File: src/design/ott_pkg.sv
// Package for the OBJ text tokenizer: scan modes, token kinds, the token record
// and small byte classifiers. No dependencies.
package ott_pkg;

    typedef enum logic [2:0] {
        MODE_BOUND   = 3'd0,
        MODE_COMMENT = 3'd1,
        MODE_VF      = 3'd2,
        MODE_DIGIT   = 3'd3,
        MODE_MINUS   = 3'd4,
        MODE_INVALID = 3'd5
    } t_mode;

    localparam logic [2:0] KIND_INVALID = 3'd0;
    localparam logic [2:0] KIND_COMMENT = 3'd1;
    localparam logic [2:0] KIND_SYMBOL  = 3'd2;
    localparam logic [2:0] KIND_FLOAT   = 3'd3;
    localparam logic [2:0] KIND_NUMBER  = 3'd4;
    localparam logic [2:0] KIND_SLASH   = 3'd5;

    localparam logic [7:0] CH_TAB   = 8'd9;
    localparam logic [7:0] CH_LF    = 8'd10;
    localparam logic [7:0] CH_CR    = 8'd13;
    localparam logic [7:0] CH_SPACE = 8'd32;
    localparam logic [7:0] CH_HASH  = 8'h23;
    localparam logic [7:0] CH_MINUS = 8'h2D;
    localparam logic [7:0] CH_DOT   = 8'h2E;
    localparam logic [7:0] CH_SLASH = 8'h2F;
    localparam logic [7:0] CH_ZERO  = 8'h30;
    localparam logic [7:0] CH_NINE  = 8'h39;
    localparam logic [7:0] CH_LOW_F = 8'h66;
    localparam logic [7:0] CH_LOW_V = 8'h76;

    localparam int LINE_W = 24;
    localparam int COL_W  = 16;
    localparam int POS_W  = 32;
    localparam int LEN_W  = 16;

    typedef struct packed {
        logic [2:0]        kind;
        logic [LINE_W-1:0] line;
        logic [COL_W-1:0]  column;
        logic [POS_W-1:0]  offset;
        logic [LEN_W-1:0]  length;
    } t_token;

    // Space, tab, LF, VT, FF and CR.
    function automatic logic is_ws(input logic [7:0] b);
        return (b == CH_SPACE) || (b >= CH_TAB && b <= CH_CR);
    endfunction

    function automatic logic is_digit(input logic [7:0] b);
        return (b >= CH_ZERO) && (b <= CH_NINE);
    endfunction

endpackage

File: src/design/obj_text_tokenizer.sv
// OBJ text tokenizer: one byte per request in, one token per request out. Depends on ott_pkg.
// A byte waits in the input register until the result buffer is empty or drains, then its
// tokens are registered into that buffer and offered on the result port, oldest first.
// Throughput: one byte per cycle while the result side does not stall; while both tokens of
// a byte are waiting, or a result stall holds a waiting token, the next byte is held.
// Reset: synchronous, active low; clears the scan state, the counters and both buffers.
module obj_text_tokenizer (
    input  logic        i_clk,
    input  logic        i_rst_n,
    input  logic        i_in_valid,
    output logic        o_in_stall,
    input  logic [7:0]  i_text_byte,
    input  logic        i_last_byte,
    output logic        o_out_valid,
    input  logic        i_out_stall,
    output logic [2:0]  o_token_kind,
    output logic [23:0] o_token_line,
    output logic [15:0] o_token_column,
    output logic [31:0] o_token_offset,
    output logic [15:0] o_token_length,
    output logic        o_last_of_item
);

    // Input register: decouples the upstream side from the result buffer.
    logic       r_in_valid;
    logic [7:0] r_in_byte;
    logic       r_in_last;

    // Scan state and position counters.
    ott_pkg::t_mode r_mode, n_mode;
    logic [ott_pkg::LINE_W-1:0] r_line, n_line;
    logic [ott_pkg::COL_W-1:0]  r_col, n_col;
    logic [ott_pkg::POS_W-1:0]  r_pos, n_pos;
    logic [ott_pkg::POS_W-1:0]  r_start_pos, n_start_pos;
    logic [ott_pkg::COL_W-1:0]  r_start_col, n_start_col;
    logic [ott_pkg::LEN_W-1:0]  r_run_len, n_run_len;
    logic [1:0]                 r_dots, n_dots;

    // Result buffer: up to two tokens from one byte, oldest in slot 0.
    ott_pkg::t_token r_tok0, r_tok1;
    logic [1:0]      r_cnt;

    logic in_acc, out_acc, move;
    logic at_bound, extend, end_v, slash_v, flush_v;
    logic [2:0] end_kind, flush_kind;
    logic ws;
    ott_pkg::t_token end_tok, slash_tok, flush_tok, slot0, slot1;
    logic [1:0] n_cnt;

    assign out_acc    = (r_cnt != 2'd0) && !i_out_stall;
    // A byte leaves the input register when the buffer is empty or drains this cycle.
    assign move       = r_in_valid && ((r_cnt == 2'd0) || ((r_cnt == 2'd1) && out_acc));
    assign o_in_stall = r_in_valid && !move;
    assign in_acc     = i_in_valid && !o_in_stall;

    assign ws = ott_pkg::is_ws(r_in_byte);

    // Next scan state and the tokens caused by the registered byte.
    always_comb begin
        n_mode      = r_mode;
        n_start_pos = r_start_pos;
        n_start_col = r_start_col;
        n_run_len   = r_run_len;
        n_dots      = r_dots;
        at_bound    = 1'b0;
        extend      = 1'b0;
        end_v       = 1'b0;
        end_kind    = ott_pkg::KIND_INVALID;
        slash_v     = 1'b0;

        // First, see whether the pending run ends at this byte.
        case (r_mode)
            ott_pkg::MODE_COMMENT: begin
                if (r_in_byte == ott_pkg::CH_LF) begin
                    end_v    = 1'b1;
                    end_kind = ott_pkg::KIND_COMMENT;
                    at_bound = 1'b1;
                end else begin
                    extend = 1'b1;
                end
            end
            ott_pkg::MODE_VF: begin
                if (r_in_byte == ott_pkg::CH_SPACE) begin
                    end_v    = 1'b1;
                    end_kind = ott_pkg::KIND_SYMBOL;
                    at_bound = 1'b1;
                end else if (ws) begin
                    end_v    = 1'b1;
                    at_bound = 1'b1;
                end else begin
                    n_mode = ott_pkg::MODE_INVALID;
                    extend = 1'b1;
                end
            end
            ott_pkg::MODE_DIGIT: begin
                // Tabs and CR stay inside a digit run.
                if (r_in_byte == ott_pkg::CH_SPACE || r_in_byte == ott_pkg::CH_LF ||
                    r_in_byte == ott_pkg::CH_SLASH) begin
                    end_v    = 1'b1;
                    end_kind = (r_dots == 2'd1) ? ott_pkg::KIND_FLOAT : ott_pkg::KIND_NUMBER;
                    at_bound = 1'b1;
                end else begin
                    extend = 1'b1;
                end
            end
            ott_pkg::MODE_MINUS: begin
                if (ws) begin
                    end_v    = 1'b1;
                    end_kind = (r_dots == 2'd1) ? ott_pkg::KIND_FLOAT : ott_pkg::KIND_INVALID;
                    at_bound = 1'b1;
                end else if (r_in_byte == ott_pkg::CH_SLASH && r_dots == 2'd1) begin
                    end_v    = 1'b1;
                    end_kind = ott_pkg::KIND_FLOAT;
                    at_bound = 1'b1;
                end else if (r_in_byte == ott_pkg::CH_SLASH) begin
                    n_mode = ott_pkg::MODE_INVALID;
                    extend = 1'b1;
                end else begin
                    extend = 1'b1;
                end
            end
            ott_pkg::MODE_INVALID: begin
                if (ws) begin
                    end_v    = 1'b1;
                    at_bound = 1'b1;
                end else begin
                    extend = 1'b1;
                end
            end
            default: begin
                at_bound = 1'b1;
            end
        endcase

        if (extend) begin
            if (r_run_len != '1) begin
                n_run_len = r_run_len + 1'b1;
            end
            if (r_in_byte == ott_pkg::CH_DOT && r_dots != 2'd2) begin
                n_dots = r_dots + 1'b1;
            end
        end

        // At a boundary the byte may open a new run or be a slash token on its own.
        // Stray whitespace emits nothing.
        if (at_bound) begin
            n_mode = ott_pkg::MODE_BOUND;
            if (r_in_byte == ott_pkg::CH_SLASH) begin
                slash_v = 1'b1;
            end else if (!ws) begin
                if (r_in_byte == ott_pkg::CH_HASH) begin
                    n_mode = ott_pkg::MODE_COMMENT;
                end else if (r_in_byte == ott_pkg::CH_LOW_V || r_in_byte == ott_pkg::CH_LOW_F) begin
                    n_mode = ott_pkg::MODE_VF;
                end else if (ott_pkg::is_digit(r_in_byte)) begin
                    n_mode = ott_pkg::MODE_DIGIT;
                end else if (r_in_byte == ott_pkg::CH_MINUS) begin
                    n_mode = ott_pkg::MODE_MINUS;
                end else begin
                    n_mode = ott_pkg::MODE_INVALID;
                end
                n_start_pos = r_pos;
                n_start_col = r_col;
                n_run_len   = {{(ott_pkg::LEN_W-1){1'b0}}, 1'b1};
                n_dots      = 2'd0;
            end
        end

        // The final byte flushes whatever run is still open.
        flush_v    = r_in_last && (n_mode != ott_pkg::MODE_BOUND);
        flush_kind = ott_pkg::KIND_INVALID;
        case (n_mode)
            ott_pkg::MODE_COMMENT: flush_kind = ott_pkg::KIND_COMMENT;
            ott_pkg::MODE_DIGIT:
                flush_kind = (n_dots == 2'd1) ? ott_pkg::KIND_FLOAT : ott_pkg::KIND_NUMBER;
            ott_pkg::MODE_MINUS:
                flush_kind = (n_dots == 2'd1) ? ott_pkg::KIND_FLOAT : ott_pkg::KIND_INVALID;
            default: flush_kind = ott_pkg::KIND_INVALID;
        endcase
    end

    // Saturating position counters.
    always_comb begin
        n_pos  = (r_pos != '1) ? r_pos + 1'b1 : r_pos;
        n_line = r_line;
        n_col  = r_col;
        if (r_in_byte == ott_pkg::CH_LF) begin
            if (r_line != '1) begin
                n_line = r_line + 1'b1;
            end
            n_col = {{(ott_pkg::COL_W-1){1'b0}}, 1'b1};
        end else if (r_col != '1) begin
            n_col = r_col + 1'b1;
        end
    end

    // Assemble the tokens and pack them in emission order; at most two are present.
    always_comb begin
        end_tok   = '{kind: end_kind, line: r_line, column: r_start_col,
                      offset: r_start_pos, length: r_run_len};
        slash_tok = '{kind: ott_pkg::KIND_SLASH, line: r_line, column: r_col, offset: r_pos,
                      length: {{(ott_pkg::LEN_W-1){1'b0}}, 1'b1}};
        flush_tok = '{kind: flush_kind, line: n_line, column: n_start_col,
                      offset: n_start_pos, length: n_run_len};
        slot0 = end_v ? end_tok : (slash_v ? slash_tok : flush_tok);
        slot1 = (end_v && slash_v) ? slash_tok : flush_tok;
        n_cnt = {1'b0, end_v} + {1'b0, slash_v} + {1'b0, flush_v};
    end

    // Control registers.
    always_ff @(posedge i_clk) begin
        if (!i_rst_n) begin
            r_in_valid  <= 1'b0;
            r_cnt       <= 2'd0;
            r_mode      <= ott_pkg::MODE_BOUND;
            r_line      <= {{(ott_pkg::LINE_W-1){1'b0}}, 1'b1};
            r_col       <= {{(ott_pkg::COL_W-1){1'b0}}, 1'b1};
            r_pos       <= '0;
            r_start_pos <= '0;
            r_start_col <= {{(ott_pkg::COL_W-1){1'b0}}, 1'b1};
            r_run_len   <= '0;
            r_dots      <= 2'd0;
        end else begin
            if (in_acc) begin
                r_in_valid <= 1'b1;
            end else if (move) begin
                r_in_valid <= 1'b0;
            end

            if (move) begin
                r_cnt <= n_cnt;
            end else if (out_acc) begin
                r_cnt <= r_cnt - 2'd1;
            end

            if (move) begin
                if (r_in_last) begin
                    // End of stream: everything returns to its reset value.
                    r_mode      <= ott_pkg::MODE_BOUND;
                    r_line      <= {{(ott_pkg::LINE_W-1){1'b0}}, 1'b1};
                    r_col       <= {{(ott_pkg::COL_W-1){1'b0}}, 1'b1};
                    r_pos       <= '0;
                    r_start_pos <= '0;
                    r_start_col <= {{(ott_pkg::COL_W-1){1'b0}}, 1'b1};
                    r_run_len   <= '0;
                    r_dots      <= 2'd0;
                end else begin
                    r_mode      <= n_mode;
                    r_line      <= n_line;
                    r_col       <= n_col;
                    r_pos       <= n_pos;
                    r_start_pos <= n_start_pos;
                    r_start_col <= n_start_col;
                    r_run_len   <= n_run_len;
                    r_dots      <= n_dots;
                end
            end
        end
    end

    // Payload registers.
    always_ff @(posedge i_clk) begin
        if (in_acc) begin
            r_in_byte <= i_text_byte;
            r_in_last <= i_last_byte;
        end
        if (move) begin
            r_tok0 <= slot0;
            r_tok1 <= slot1;
        end else if (out_acc) begin
            r_tok0 <= r_tok1;
        end
    end

    assign o_out_valid    = (r_cnt != 2'd0);
    assign o_token_kind   = r_tok0.kind;
    assign o_token_line   = r_tok0.line;
    assign o_token_column = r_tok0.column;
    assign o_token_offset = r_tok0.offset;
    assign o_token_length = r_tok0.length;
    // The buffer only ever holds tokens of one byte, so the last one left closes it.
    assign o_last_of_item = (r_cnt == 2'd1);

`ifndef NO_ASSERTIONS
    // One byte never yields more than two tokens.
    a_cnt_bound: assert property (@(posedge i_clk) disable iff (!i_rst_n)
        r_cnt != 2'd3)
        else $error("result buffer overfilled");

    // A byte only moves on when the buffer has room for all its tokens.
    a_no_overwrite: assert property (@(posedge i_clk) disable iff (!i_rst_n)
        (r_cnt == 2'd2) |-> !move)
        else $error("byte moved while two tokens were waiting");

    // The last byte of a stream restarts the position counters.
    a_restart: assert property (@(posedge i_clk) disable iff (!i_rst_n)
        (move && r_in_last) |=> (r_pos == '0 && r_line == 24'd1 && r_col == 16'd1))
        else $error("counters not restarted after final byte");

    // Every emitted token covers at least one byte.
    a_len_nonzero: assert property (@(posedge i_clk) disable iff (!i_rst_n)
        o_out_valid |-> (o_token_length != '0))
        else $error("token with zero length");
`endif

endmodule

File: config.mk
export PLATFORM = sky130hd
export DESIGN_NAME = obj_text_tokenizer
export DESIGN_NICKNAME = d
export VERILOG_FILES = /design/src/design/ott_pkg.sv /design/src/design/obj_text_tokenizer.sv
export SDC_FILE = /design/constraint.sdc
export NUM_CORES = 1
export LEC_CHECK = 0
export ABC_AREA = 1
export CAP_MARGIN = 15
export CORE_UTILIZATION = 55
export DETAILED_ROUTE_END_ITERATION = 7
export DONT_BUFFER_PORTS = 1
export GPL_ROUTABILITY_DRIVEN = 0
export PLACE_DENSITY = 0.7
export SYNTH_ARGS = -nofsm -noshare
export SYNTH_HDL_FRONTEND = slang
export SYNTH_SLANG_ARGS = --single-unit
export TNS_END_PERCENT = 5
File: constraint.sdc
create_clock -name i_clk -period 7.6 [get_ports i_clk]
set_clock_uncertainty 0.2 [all_clocks]
set_input_delay 0.38 -clock i_clk [delete_from_list [all_inputs] [get_ports i_clk]]
set_output_delay 0.38 -clock i_clk [all_outputs]
set_load 0.1 [all_outputs]
Yosys cells after proc, flatten, opt, wreduce, memory -nomap -nowiden
Cells that the tools add are included.
{"block": "word_totals", "ff_bits": 335, "out_inout_bits": 94, "elab_cells": 165}
{"block": "classes", "addsub": 8, "order_cmp": 4, "eq_ne": 24, "muxes": 79, "n_reduce_logical": 28}
{"cell": "91-bit two-way mux", "n": 4}
{"cell": "16-bit two-way mux", "n": 13}
{"cell": "32-bit two-way mux", "n": 6}
{"cell": "88-bit two-way mux", "n": 1}
{"cell": "24-bit two-way mux", "n": 3}
{"cell": "3-bit two-way mux", "n": 15}
{"cell": "8-bit by 6-bit == test with 1-bit output (second input constant)", "n": 5}
{"cell": "16-bit by 1-bit adder with 16-bit output (second input constant)", "n": 2}
{"cell": "32-bit by 1-bit adder with 32-bit output (second input constant)", "n": 1}
{"cell": "16-bit inequality test (second input constant)", "n": 2}
{"cell": "32-bit inequality test (second input constant)", "n": 1}
{"cell": "2-bit two-way mux", "n": 13}
{"cell": "24-bit by 1-bit adder with 24-bit output (second input constant)", "n": 1}
{"cell": "24-bit inequality test (second input constant)", "n": 1}
{"cell": "1-bit two-way mux", "n": 18}
{"cell": "8-bit by 7-bit == test with 1-bit output (second input constant)", "n": 2}
{"cell": "1-bit case mux with 5 select lines", "n": 3}
{"cell": "3-bit case mux with 4 select lines", "n": 1}
{"cell": "1-bit logical AND", "n": 11}
{"cell": "3-bit by 2-bit == test with 1-bit output (second input constant)", "n": 3}
{"cell": "3-bit == test (second input constant)", "n": 3}
{"cell": "3-bit case mux with 3 select lines", "n": 1}
{"cell": "8-bit by 4-bit == test with 1-bit output (second input constant)", "n": 1}
{"cell": "8-bit by 4-bit >= comparator with 1-bit output (second input constant)", "n": 1}
{"cell": "17 further kinds", "n": 31}

Depth between registers and ports, before layout
Gate-level depths: netlist (run 1).
{"block": "depth", "word_depth": 16, "depth_mapped": 19}

Worst setup path before layout (run 1)
Ideal clock, no wire load.
{"block": "synth_path", "kind": "reg2reg", "startpoint": "register r_cnt[1]", "endpoint": "register r_tok0, in the netlist o_token_column[10] (data pin)", "arrival_time_ns": 5.246, "t_required_ns": 7.249, "setup_slack_ns": 2.002, "path_stages_with_launch": 9, "n_path_buf": 2, "synth_period_minus_slack_ns": 5.598, "path_cell_list": "dfxtp_1 -> inv_1 -> ha_1 -> a21oi_1 -> nor2_1 -> clkbuf_1 -> clkbuf_1 -> o221ai_1 -> nand2_1"}
{"block": "synth_via", "elab_cells_between_ends": 8}
{"item": "start: declaration", "line": "obj_text_tokenizer.sv:41", "text": "logic [1:0] r_cnt;"}
{"item": "start signal: assignment", "line": "obj_text_tokenizer.sv:231", "text": "r_cnt <= n_cnt;"}
{"item": "start signal: assignment", "line": "obj_text_tokenizer.sv:233", "text": "r_cnt <= r_cnt - 2'd1;"}
{"item": "2-bit by 1-bit == test with 1-bit output"}
{"item": "named net o_last_of_item", "line": "obj_text_tokenizer.sv:21", "text": "output logic o_last_of_item"}
{"item": "1-bit logical AND", "line": "obj_text_tokenizer.sv:52", "text": "assign move = r_in_valid && ((r_cnt == 2'd0) || ((r_cnt == 2'd1) && out_acc));"}
{"item": "1-bit logical OR", "line": "obj_text_tokenizer.sv:52"}
{"item": "1-bit logical AND", "line": "obj_text_tokenizer.sv:52"}
{"item": "named net move", "line": "obj_text_tokenizer.sv:43", "text": "logic in_acc, out_acc, move;"}
{"item": "91-bit two-way mux", "line": "obj_text_tokenizer.sv:267", "text": "if (move) begin"}
{"item": "end signal: assignment", "line": "obj_text_tokenizer.sv:268", "text": "r_tok0 <= slot0;"}
{"item": "end signal: assignment", "line": "obj_text_tokenizer.sv:271", "text": "r_tok0 <= r_tok1;"}
{"item": "end: declaration", "line": "obj_text_tokenizer.sv:40", "text": "ott_pkg::t_token r_tok0, r_tok1;"}
The timed path passes the listed nets, and every way through them passes these cells.
A chain may end at the register's enable or synchronous reset.

Final worst setup path (run 1)
{"block": "layout_path", "startpoint": "register r_cnt[1]", "endpoint": "register r_pos[22] (netlist bit)"}
{"block": "layout_via", "elab_cells_between_ends": 8}
{"item": "2-bit by 1-bit == test with 1-bit output"}
{"item": "named net o_last_of_item", "line": "obj_text_tokenizer.sv:21"}
{"item": "1-bit logical AND", "line": "obj_text_tokenizer.sv:52"}
{"item": "1-bit logical OR", "line": "obj_text_tokenizer.sv:52"}
{"item": "1-bit logical AND", "line": "obj_text_tokenizer.sv:52"}
{"item": "2-bit AND reduction (no source line)"}
{"item": "end signal: assignment", "line": "obj_text_tokenizer.sv:251", "text": "r_pos <= n_pos;"}
{"item": "end: declaration", "line": "obj_text_tokenizer.sv:33", "text": "logic [ott_pkg::POS_W-1:0] r_pos, n_pos;"}
The timed path passes the listed nets, and every way through them passes these cells.

==> tab_implementation.tex, run 1 <==
\begin{tabular}{lr}
\hline
Metric & Value \\
\hline
\multicolumn{2}{l}{\textbf{Clocking}} \\
Total CTS buffers & 37 \\
CTS tree & done \\
Number of post-CTS setup repair buffers & 0 \\
Clock Sinks & 335 \\
Insertion delay of the later-clocked pin in the worst-skew pair & 0.52 ns \\
Clock root buffer master & clkbuf\_16 \\
H-Tree Depth & 2 \\
Buffer levels on the longest clock path & 3 \\
Post\_cts resized & 0 \\
Clock transition at the registers of the reported paths & 0.06 ns \\
\multicolumn{2}{l}{\textbf{Route}} \\
Iteration-0 DRC Markers & 1242 \\
Drt drc & 0 \\
Drt total wl & 41.7 mm \\
Number of nets with antenna violations after detailed routing & 0 \\
Vias post-DR & 14.5k \\
Avg Vias per Cell & 5.68 \\
Detail-routed net length per standard cell & 16.3 um \\
First-pass detailed-route iteration total & 6 \\
\multicolumn{2}{l}{\textbf{Placed design}} \\
Pre-CTS setup slack & 2.94 ns \\
Half-perimeter wire length of the detailed placement result & 25.9 mm \\
Quantity of I/O buffers inserted on ports & 0 \\
\multicolumn{2}{l}{\textbf{Yosys}} \\
Sequential area share after synthesis & 0.490 \\
Post-synthesis cell type count & 48 \\
Mux cell area share after synthesis & 0 \\
Synth async-reset ratio & 0 \\
Count of flip-flops with a built-in enable after synthesis & 191 \\
Share of the synthesized netlist area taken by xor and xnor gates & 0.0234 \\
Synthesized instance count & 2189 \\
Dominant combinational cell family by area after synthesis & simple AND/OR/NAND/NOR gates \\
Top flip-flop cell by instance count after synthesis & edfxtp\_1 \\
Synth Area per Inst & 8.03 um2 \\
Post-synthesis register bit count & 335 \\
Synthesis warning total & 0 \\
Area share of and/or/nand/nor cells after synthesis & 0.225 \\
Post-synthesis share of cell area spent on full adders, half adders and majority gates & 0.00683 \\
Post-Synthesis Net Count & 2211 \\
Netlist area before placement & 17600 um2 \\
Share of the synthesized area in compound gates (AO/OA/AOI/OAI) & 0.163 \\
\multicolumn{2}{l}{\textbf{Setup path}} \\
Crit Path Max Fanout & 164 \\
Arrival time at the worst endpoint & 4.93 ns \\
Standard cell with the maximum stage delay on the critical path & ha\_1 \\
Cells traversed along the worst timing path & inv\_1 -> ha\_1 -> a21oi\_1 -> nor2\_4 -> buf\_12 -> nand2\_1 -> nor2\_1 -> nand3\_1 -> nor2\_1 -> nand3\_1 -> o21ai\_0 -> nand2\_1 -> nor2\_1 \\
Class of the most critical setup path & reg2reg \\
Startpoint kind of the worst setup timing path & register \\
Crit path required time & 7.86 ns \\
Most Frequent Cell on Critical Path & nor2\_1 \\
Element type at the critical path end & register \\
Largest stage delay on the critical path & 0.88 ns \\
\multicolumn{2}{l}{\textbf{Final layout}} \\
Area growth from synthesis to layout & 7.98\% \\
Total area of multi-input combinational cells & 7380 um2 \\
Register area & 8620 um2 \\
Count of antenna diodes in the layout & 0 \\
Nets & 2153 \\
Fraction of layout instances using a drive strength above 1 & 0.0872 \\
Filler instances & 2755 \\
\multicolumn{2}{l}{\textbf{Run status}} \\
Status & complete, no violations \\
\multicolumn{2}{l}{\textbf{STA}} \\
Fin Hold WS & 0.0127 ns \\
Final Worst Setup Slack & 2.93 ns \\
Total negative slack & 0 ns \\
Post-route minimum period & 4.67 ns \\
Final-report setup violation count & 0 \\
Relative slew slack & 0.203 \\
Slew @ Worst Pin & 1.19 ns \\
Ratio of final minimum period to clock period & 0.615 \\
Final-report hold violation count & 0 \\
Fmax achieved & 214 MHz \\
Max-slew violation total from the final report & 0 \\
RSZ-0062 raised after global routing & false \\
\multicolumn{2}{l}{\textbf{Global routing}} \\
Maximum number of pins on one net before global-route repair & 165 \\
Gr ovfl total & 0 \\
Global-route wire length before repair & 69.1 mm \\
Antenna violations before repair & 0 \\
Total global-route track usage & 0.256 \\
Via count of the first global-routing pass & 13.8k \\
\multicolumn{2}{l}{\textbf{Power}} \\
NetSw & 3.33 mW \\
Leak Pwr & 6.89 nW \\
Power Density & 380 nW/um2 \\
Largest vdd supply drop & 309 uV \\
Clock group share of total power & 0.247 \\
Power Total & 7.21 mW \\
Cell-internal power & 3.89 mW \\
Fraction of power spent switching nets & 0.461 \\
Fraction of power consumed by combinational cells & 0.193 \\
Fraction of power consumed by sequential logic & 0.560 \\
\multicolumn{2}{l}{\textbf{Worst hold path}} \\
Hold crit path type & in2reg \\
\multicolumn{2}{l}{\textbf{Job}} \\
Total of max-cap violations & 0 \\
\multicolumn{2}{l}{\textbf{Floorplanning}} \\
Io pins & 107 \\
Std-Cell Rows & 65 \\
Core footprint & 31500 um2 \\
Overall die height & 181 um \\
Die Footprint & 32700 um2 \\
X dimension of the die & 181 um \\
Starting utilization of the core area & 0.558 \\
\hline
\end{tabular}
[logic make-up after synthesis]
| logic type | Yosys count |
|---|---|
| simple gates | 919 |
| compound gates | 482 |
| buf+inv | 397 |
| flops | 335 |
| xor+xnor | 47 |
| fa+ha+maj | 9 |
[cells in the final DEF (no fill, tap or decap), types with 42 or more instances in the layout]
master    instances
nand2_1         483
inv_1           260
nor2_1          216
edfxtp_1        191
o21ai_0         155
dfxtp_1         144
a21oi_1         133
nor3_1           63
nand3_1          48
o22ai_1          45
xor2_1           44
o221ai_1         42
[what timing repair did]
action	in CTS	in global routing
hold buffers	12	0
setup endpoints to repair	0	0
hold endpoints to repair	20	0
[synth_stat cells, types with 6 or more instances]
cell,count,share of area
o221ai_1,42,0.021
o21ai_0,155,0.044
a31oi_1,6,0.0021
o21ai_1,41,0.012
o22ai_1,45,0.016
buf_2,30,0.0085
dfxtp_1,144,0.16
buf_1,6,0.0013
xor2_1,44,0.022
a21oi_1,133,0.038
buf_6,9,0.0058
ha_1,8,0.0057
clkbuf_1,72,0.015
nor2_1,219,0.047
edfxtp_1,191,0.33
nand2_2,38,0.014
a211oi_1,8,0.0034
nand2_4,7,0.0045
o21ai_2,33,0.016
nand4_1,24,0.0085
nand3_1,48,0.014
nand2_1,483,0.10
nor4_1,18,0.0064
inv_2,13,0.0028
inv_1,261,0.056
nor3_1,63,0.018
[per-stage QoR]
step / util / instance area [um2] / std cells
final: 0.603 / 19000 / 2558
after detailed placement: 0.561 / 17600 / 2482
after global routing: 0.603 / 19000 / 2558
after global placement: 0.561 / 17600 / 2482
after CTS: 0.603 / 19000 / 2558
after floorplan: - / 17600 / 2189
[final timing paths]
| check | endpoint | cells past startpoint | start | slack (ns) |
|---|---|---|---|---|
| worst min register to register | r_line[23]$_SDFFE_PN0P_ | 2 | r_line[23]$_SDFFE_PN0P_ | 0.27 |
| worst min-delay path | r_pos[10]$_SDFFE_PN0P_ | 2 | i_rst_n | 0.01 |
| worst max register to register | r_pos[22]$_SDFFE_PN0P_ | 13 | r_cnt[1]$_SDFFE_PN0P_ | 2.93 |
| worst max-delay path | r_pos[22]$_SDFFE_PN0P_ | 13 | r_cnt[1]$_SDFFE_PN0P_ | 2.93 |
[power by group through the flow]
| stage | clock network [mW] | logic, mW | registers, mW |
|---|---|---|---|
| floorplan | 0 | 1.10 | 4.09 |
| CTS | 1.81 | 1.40 | 4.04 |
| global route | 1.89 | 1.56 | 4.07 |
| detailed placement | 0 | 1.38 | 4.07 |
| finish | 1.78 | 1.39 | 4.04 |
| global placement | 0 | 1.35 | 4.07 |
[worst max-delay path, delay by kind of cell (launching register included)]
kind	cells	cell delay, ns
compound gates	2	0.47
fa+ha+maj	1	0.88
buf+inv	2	0.64
flops	1	0.29
simple gates	8	2.06
[layout make-up]
class	count	area share
tap	402	0.0265
sequential	335	0.454
inverter	276	0.0549
multi-input combinational	1457	0.389
clock inverter	15	0.00666
timing repair buffer	24	0.0117
clock buffer	49	0.0572
[flip-flops by register name, indices dropped and copies added (netlist names)]
register	count
r_in_last	1
r_start_col	16
r_run_len	16
r_line	24
r_in_byte	8
o_token_column	16
o_token_length	16
o_token_offset	32
r_mode	3
o_token_line	24
r_pos	32
r_tok1	91
r_start_pos	32
r_in_valid	1
r_cnt	2
r_dots	2
r_col	16
o_token_kind	3
[per-layer routing]
metal,part of all wire,vias up,routed length (um),GRT usage
met4,0.025,0,1040,0.0824
met1,0.45,6811,18900,0.348
met3,0.053,77,2220,0.0373
li1,-,7207,-,-
met2,0.47,438,19500,0.421
met5,0,-,0,0
No activity file was read; power rests on OpenSTA's default activity.
==> run 2, diff against run 1 <==
PLACE_DENSITY = 0.73   (was 0.7)
clock period = 3.85 ns   (was 7.6 ns; I/O delays follow)
==> run 2 against run 1 <==
Net effect: the run now ends with hold timing left; first-iteration DRC count rose by 8.2%; global-route usage up 0.57 points; hold slack lost 0.040 ns; total power grew 99%; core utilization rose by 0.56 points; sequential cell count unchanged; clock-buffer cell count shrank 1; sequential power rose by 98%; highest routed layer unchanged; sequential share of layout area is 0.42 points lower; critical path depth grew 1; largest power group unchanged.
==> tab_implementation.tex, run 2 (synthesized netlist as in run 1, its figures left out) <==
\begin{tabular}{lr}
\hline
Metric & Value \\
\hline
\multicolumn{2}{l}{\textbf{Setup path}} \\
Arrival time at the worst endpoint & 3.45 ns (-1.48 ns) \\
Largest stage delay on the critical path & 0.48 ns (-0.40 ns) \\
Crit Path Max Fanout & 27 (-84\%) \\
Standard cell with the maximum stage delay on the critical path & edfxtp\_1 \\
R2r setup slk & 0.51 ns (-2.42 ns) \\
Cells traversed along the worst timing path & nand2\_2 -> nor2\_1 -> nand2\_2 -> nand3\_2 -> nand2\_4 -> nand4\_4 -> nand2\_4 -> buf\_12 -> nand2\_1 -> o21ai\_1 -> nand2\_1 -> o21ai\_0 -> nor2\_1 -> o21ai\_1 \\
Element type at the critical path end & register \\
Startpoint kind of the worst setup timing path & register \\
Crit path required time & 3.95 ns (-3.91 ns) \\
Reg-to-reg startpoint & r\_in\_byte[3]\$\_DFFE\_PP\_ \\
Depth of the worst register-to-register path & 14 (+1) \\
Class of the most critical setup path & reg2reg \\
Critical register-to-register path endpoint & o\_token\_offset[1]\$\_DFFE\_PP\_ \\
\multicolumn{2}{l}{\textbf{Power}} \\
Leak Pwr & 6.98 nW (+1.2\%) \\
Power Total & 14.3 mW (+99\%) \\
Fraction of power spent switching nets & 0.464 (+0.00225) \\
Cell-internal power & 7.69 mW (+98\%) \\
Clock group share of total power & 0.243 (-0.004) \\
Fraction of power consumed by combinational cells & 0.199 (+0.006) \\
Power Density & 748 nW/um2 (+97\%) \\
Fraction of power consumed by sequential logic & 0.558 (-0.002) \\
NetSw & 6.64 mW (+100\%) \\
Largest vdd supply drop & 548 uV (+77\%) \\
\multicolumn{2}{l}{\textbf{STA}} \\
Slew @ Worst Pin & 1.17 ns (-0.0272 ns) \\
Total negative slack & 0 ns (unchanged) \\
Ratio of final minimum period to clock period & 0.869 (+0.254) \\
Relative slew slack & 0.222 (+0.0190) \\
Fin Hold WS & -0.0270 ns (-0.0397 ns) \\
Final-report hold violation count & 3 (+3) \\
Fmax achieved & 299 MHz (+40\%) \\
Post-route minimum period & 3.34 ns (-1.33 ns) \\
Max-slew violation total from the final report & 0 (unchanged) \\
Final-report setup violation count & 0 (unchanged) \\
RSZ-0062 raised after global routing & false \\
\multicolumn{2}{l}{\textbf{Final layout}} \\
Area growth from synthesis to layout & 8.99\% \\
Nets & 2172 (+0.88\%) \\
Filler instances & 2666 (-3.2\%) \\
Most frequent cells in the layout & nand2\_1, inv\_1, nor2\_1, edfxtp\_1, o21ai\_0 \\
Final standard cell count with taps included and fillers excluded & 2582 (+0.94\%) \\
Fraction of layout instances using a drive strength above 1 & 0.0945 (+0.00734) \\
Register containing the most flip-flops in the final layout & r\_tok1 \\
Max reg flops & 91 (unchanged) \\
Leading cell type in the layout, fill and taps excluded & nand2\_1 \\
Final Cell Area & 19200 um2 (+0.94\%) \\
\multicolumn{2}{l}{\textbf{Route}} \\
Number of nets with antenna violations after detailed routing & 0 (unchanged) \\
Vias post-DR & 14.7k (+1.4\%) \\
Drt total wl & 42.4 mm (+1.8\%) \\
Avg Vias per Cell & 5.71 (+0.45\%) \\
First-pass detailed-route iteration total & 6 (unchanged) \\
Iteration-0 DRC Markers & 1344 (+8.2\%) \\
Drt drc & 0 (unchanged) \\
Detail-routed net length per standard cell & 16.4 um (+0.89\%) \\
\multicolumn{2}{l}{\textbf{Global routing}} \\
Antenna violations before repair & 1 (+1) \\
Total global-route track usage & 0.262 (+0.00573) \\
Gr ovfl total & 0 (unchanged) \\
Global-route wire length before repair & 70.5 mm (+2.0\%) \\
Maximum number of pins on one net before global-route repair & 101 (-39\%) \\
Via count of the first global-routing pass & 14.2k (+2.4\%) \\
\multicolumn{2}{l}{\textbf{Placed design}} \\
Cells after DPL & 2502 (+0.81\%) \\
Quantity of I/O buffers inserted on ports & 0 (unchanged) \\
Post-Place Cell Area & 17800 um2 (+1.1\%) \\
Half-perimeter wire length of the detailed placement result & 27.3 mm (+5.2\%) \\
\multicolumn{2}{l}{\textbf{Floorplanning}} \\
Std-Cell Rows & 65 (unchanged) \\
Core footprint & 31500 um2 (unchanged) \\
X dimension of the die & 181 um (unchanged) \\
Overall die height & 181 um (unchanged) \\
Starting utilization of the core area & 0.558 (unchanged) \\
Io pins & 107 (unchanged) \\
Die Footprint & 32700 um2 (unchanged) \\
\multicolumn{2}{l}{\textbf{Worst hold path}} \\
Hold Path Cell Cnt & 2 (unchanged) \\
Hold crit path type & in2reg \\
Endpoint, Worst Hold & o\_token\_offset[7]\$\_DFFE\_PP\_ \\
Hold path startpoint & i\_out\_stall \\
\multicolumn{2}{l}{\textbf{Clocking}} \\
Buffer levels on the longest clock path & 3 (unchanged) \\
Clock transition at the registers of the reported paths & 0.06 ns (about the same) \\
Clock Sinks & 335 (unchanged) \\
Clock root buffer master & clkbuf\_16 \\
Total CTS buffers & 37 (unchanged) \\
H-Tree Depth & 2 (unchanged) \\
Insertion delay of the later-clocked pin in the worst-skew pair & 0.52 ns (about the same) \\
CTS tree & done \\
\multicolumn{2}{l}{\textbf{Run status}} \\
Violated checks & hold timing \\
Status & finished, violations left \\
\multicolumn{2}{l}{\textbf{Job}} \\
Total of max-cap violations & 0 (unchanged) \\
\hline
\end{tabular}
==> run 2: critical path: cells and delay by family (launching register included) <==
family / cells / cell delay [ns]
simple gates: 10 / 1.65
compound gates: 3 / 0.54
flops: 1 / 0.48
buf+inv: 1 / 0.25
==> run 2: what timing repair did <==
item,in CTS,in global routing
endpoints found under the hold margin,48,0
resized for setup,0,0
setup buffers,0,0
hold buffers,11,0
==> run 2: routing by layer <==
metal / share of wire / wire [um] / vias up / global-route usage
met1: 0.44 / 18900 / 6920 / 0.344
met2: 0.46 / 19600 / 505 / 0.431
met3: 0.067 / 2830 / 71 / 0.0488
li1: - / - / 7239 / -
met5: 0 / 0 / - / 0
met4: 0.025 / 1080 / 0 / 0.0933
==> run 2: power by group through the flow <==
stage / clock network, mW / logic, mW / registers [mW]
final: 3.49 / 2.85 / 7.99
after global routing: 3.69 / 3.19 / 8.06
after CTS: 3.55 / 2.85 / 8.00
after detailed placement: 0 / 2.82 / 8.06
after global placement: 0 / 2.74 / 8.05
after floorplan: 0 / 2.17 / 8.01
==> run 2: through the flow <==
stage	utilization	worst slack, ns
2_1_floorplan	-	0.115
3_3_place_gp	0.567	0.651
3_5_place_dp	0.567	0.571
4_1_cts	0.609	0.543
5_1_grt	0.609	0.219
6_report	0.609	0.505
==> run 2: final cells by class <==
type	count	area, um2	share of cell area
flip-flops and latches	335	8620	0.450
inverters	276	1040	0.0544
well taps	402	503	0.0263
diodes	1	2.50	0.000131
clock inverters	20	186	0.00973
multi-input cells	1457	7380	0.385
clock buffers	48	1010	0.0527
repair buffers	43	413	0.0216
==> run 2: how the worst max path moves through the flow <==
stage	start	end	slack, ns
6_report	r_in_byte[3]$_DFFE_PP_	o_token_offset[1]$_DFFE_PP_	0.51
5_1_grt	r_in_byte[1]$_DFFE_PP_	o_token_offset[1]$_DFFE_PP_	0.22
4_1_cts	r_in_byte[3]$_DFFE_PP_	o_token_offset[1]$_DFFE_PP_	0.54
3_5_place_dp	r_in_byte[3]$_DFFE_PP_	r_cnt[0]$_SDFFE_PN0P_	0.57
3_3_place_gp	r_in_byte[3]$_DFFE_PP_	r_cnt[0]$_SDFFE_PN0P_	0.65
2_1_floorplan	r_cnt[0]$_SDFFE_PN0P_	o_token_column[0]$_DFFE_PP_	0.12
==> run 3, diff against run 2 <==
PLACE_DENSITY = not set   (was 0.73)
PLACE_DENSITY_LB_ADDON = 0.3   (was not set)
==> run 3 against run 2 <==
Net effect: the flow now finishes without violations; first-iteration DRC count is 9.5% higher; sequential share of layout area is 0.19 points higher; hold slack better by 0.14 ns; global-route usage fell by 0.30 points; non-clock buffer count stayed put; die area unchanged; maximum frequency down 0.16%; sequential power about the same; worst setup slack got worse by 0.0054 ns; combinational power is essentially flat; core utilization fell by 0.26 points; critical endpoint is now r_cnt[0]$_SDFFE_PN0P_.
==> tab_implementation.tex, run 3 (synthesized netlist as in run 1, its figures left out) <==
\begin{tabular}{lr}
\hline
Metric & Value \\
\hline
\multicolumn{2}{l}{\textbf{Run status}} \\
Status & complete, no violations \\
\multicolumn{2}{l}{\textbf{Final layout}} \\
Final standard cell count with taps included and fillers excluded & 2576 (-0.23\%) \\
Fraction of layout instances using a drive strength above 1 & 0.0925 (-0.00204) \\
Nets & 2171 (-0.046\%) \\
Leading cell type in the layout, fill and taps excluded & nand2\_1 \\
Max reg flops & 91 (unchanged) \\
Area growth from synthesis to layout & 8.52\% \\
Register containing the most flip-flops in the final layout & r\_tok1 \\
Final Cell Area & 19100 um2 (-0.43\%) \\
Most frequent cells in the layout & nand2\_1, inv\_1, nor2\_1, edfxtp\_1, o21ai\_0 \\
Filler instances & 2702 (+1.4\%) \\
\multicolumn{2}{l}{\textbf{Power}} \\
Largest vdd supply drop & 510 uV (-6.9\%) \\
Power Density & 743 nW/um2 (-0.72\%) \\
Leak Pwr & 6.94 nW (-0.58\%) \\
Fraction of power spent switching nets & 0.467 (+0.00355) \\
Clock group share of total power & 0.235 (-0.008) \\
Cell-internal power & 7.55 mW (-1.8\%) \\
Fraction of power consumed by combinational cells & 0.201 (+0.002) \\
Fraction of power consumed by sequential logic & 0.564 (+0.006) \\
NetSw & 6.62 mW (-0.40\%) \\
\multicolumn{2}{l}{\textbf{Job}} \\
Total of max-cap violations & 0 (unchanged) \\
\multicolumn{2}{l}{\textbf{Clocking}} \\
Total CTS buffers & 36 (-2.7\%) \\
Number of post-CTS setup repair buffers & 0 (unchanged) \\
H-Tree Depth & 2 (unchanged) \\
Clock transition at the registers of the reported paths & 0.06 ns (about the same) \\
Clock root buffer master & clkbuf\_16 \\
Clock Sinks & 335 (unchanged) \\
CTS tree & done \\
Insertion delay of the later-clocked pin in the worst-skew pair & 0.52 ns (about the same) \\
Buffer levels on the longest clock path & 3 (unchanged) \\
\multicolumn{2}{l}{\textbf{STA}} \\
Ratio of final minimum period to clock period & 0.870 (+0.00140) \\
Total negative slack & 0 ns (unchanged) \\
Relative slew slack & 0.324 (+0.101) \\
Final-report hold violation count & 0 (-3) \\
Slew @ Worst Pin & 1.01 ns (-0.152 ns) \\
Max-slew violation total from the final report & 0 (unchanged) \\
Fmax achieved & 298 MHz (-0.16\%) \\
RSZ-0062 raised after global routing & false \\
Final-report setup violation count & 0 (unchanged) \\
Post-route minimum period & 3.35 ns (+0.00540 ns) \\
\multicolumn{2}{l}{\textbf{Floorplanning}} \\
Overall die height & 181 um (unchanged) \\
Starting utilization of the core area & 0.558 (unchanged) \\
X dimension of the die & 181 um (unchanged) \\
Core footprint & 31500 um2 (unchanged) \\
Io pins & 107 (unchanged) \\
Die Footprint & 32700 um2 (unchanged) \\
Std-Cell Rows & 65 (unchanged) \\
\multicolumn{2}{l}{\textbf{Setup path}} \\
Start point of the critical path & r\_in\_byte[3]\$\_DFFE\_PP\_ \\
Crit path required time & 4.03 ns (+0.08 ns) \\
R2r setup slk & 0.50 ns (about the same) \\
Arrival time at the worst endpoint & 3.53 ns (+0.08 ns) \\
Largest stage delay on the critical path & 0.51 ns (+0.03 ns) \\
Element type at the critical path end & register \\
Reg-to-reg startpoint & r\_in\_byte[3]\$\_DFFE\_PP\_ \\
Class of the most critical setup path & reg2reg \\
Startpoint kind of the worst setup timing path & register \\
Standard cell with the maximum stage delay on the critical path & fa\_1 \\
Crit Path Max Fanout & 47 (+74\%) \\
Cells traversed along the worst timing path & nand2\_2 -> nor2\_1 -> nand2\_2 -> nand3\_2 -> nand2\_4 -> nand3\_2 -> nor2\_4 -> buf\_4 -> clkinv\_1 -> fa\_1 -> nand2\_1 -> o21ai\_0 -> a21oi\_1 -> nor2\_1 \\
\multicolumn{2}{l}{\textbf{Placed design}} \\
Cells after DPL & 2501 (-0.040\%) \\
Quantity of I/O buffers inserted on ports & 0 (unchanged) \\
Half-perimeter wire length of the detailed placement result & 27.2 mm (-0.11\%) \\
Post-Place Cell Area & 17800 um2 (about the same) \\
\multicolumn{2}{l}{\textbf{Global routing}} \\
Maximum number of pins on one net before global-route repair & 120 (+19\%) \\
Gr ovfl total & 0 (unchanged) \\
Via count of the first global-routing pass & 13.7k (-3.2\%) \\
Global-route wire length before repair & 69.4 mm (-1.5\%) \\
Antenna violations before repair & 1 (unchanged) \\
Total global-route track usage & 0.259 (-0.00298) \\
\multicolumn{2}{l}{\textbf{Worst hold path}} \\
Hold path startpoint & i\_last\_byte \\
Hold crit path type & in2reg \\
\multicolumn{2}{l}{\textbf{Route}} \\
Detail-routed net length per standard cell & 16.6 um (+0.74\%) \\
Drt total wl & 42.6 mm (+0.50\%) \\
Drt drc & 0 (unchanged) \\
Vias post-DR & 14.8k (+0.46\%) \\
Iteration-0 DRC Markers & 1472 (+9.5\%) \\
First-pass detailed-route iteration total & 7 (+1) \\
Avg Vias per Cell & 5.75 (+0.70\%) \\
Number of nets with antenna violations after detailed routing & 0 (unchanged) \\
\hline
\end{tabular}
[run 3: changes by cell type in the layout (fill, tap and decap cells not counted)]
cell,change
bufinv_16,-1
clkinvlp_4,-1
dlygate4sd3_1,+1
clkbuf_16,-2
clkbuf_1,+1
clkbuf_8,+2
clkinv_1,-3
inv_6,-1
buf_4,-1
clkinv_4,-1
[run 3: worst paths after layout]
| kind | depth (start not counted) | end |
|---|---|---|
| worst max-delay path | 14 | r_cnt[0]$_SDFFE_PN0P_ |
| worst min-delay path | 1 | r_in_last$_DFFE_PP_ |
| worst max register to register | 14 | r_cnt[0]$_SDFFE_PN0P_ |
| worst min register to register | 2 | r_line[23]$_SDFFE_PN0P_ |
[run 3: area by class of cell]
type	count	area [um2]	share of cell area
clock buffer	49	991	0.0520
timing repair buffer	43	415	0.0218
antenna	1	2.50	0.000131
tap	402	503	0.0264
clock inverter	13	120	0.00630
inverter	276	1040	0.0546
sequential	335	8620	0.452
multi-input combinational	1457	7380	0.387
[run 3: power groups by stage]
stage	clock (mW)	sequential, mW	combinational [mW]
after floorplan	0	8.01	2.17
after global routing	3.51	8.06	3.16
after detailed placement	0	8.06	2.81
final	3.33	7.99	2.84
after global placement	0	8.05	2.72
after CTS	3.39	8.00	2.84
[run 3: per-layer routing]
layer / global-route usage / wire length (um) / vias to the layer above
met2: 0.432 / 20200 / 492
li1: - / - / 7227
met1: 0.345 / 18800 / 7017
met4: 0.0814 / 1020 / 0
met3: 0.0405 / 2660 / 67
met5: 0 / 0 / -
[run 3: per-stage QoR]
stage	util	worst slack [ns]	total power, mW	hold WS, ns
floorplan	-	0.115	10.2	0.0914
CTS	0.606	0.511	14.2	0.0999
global placement	0.567	0.639	10.8	0.0712
detailed placement	0.567	0.550	10.9	0.0781
global route	0.606	0.292	14.7	0.108
finish	0.606	0.500	14.2	0.117
[run 3: what timing repair did]
| item | 4_1_cts | 5_1_grt |
|---|---|---|
| endpoints found under the setup margin | 0 | 0 |
| gates resized for setup | 0 | 0 |
| hold buffers | 12 | 0 |
| hold endpoints to repair | 79 | 0 |
[run 3: worst max-delay path, delay by kind of cell (launching register included)]
kind / cells / cell delay (ns)
simple gates: 9 / 1.04
fa+ha+maj: 1 / 0.51
flops: 1 / 0.49
compound gates: 2 / 0.29
buf+inv: 2 / 0.67
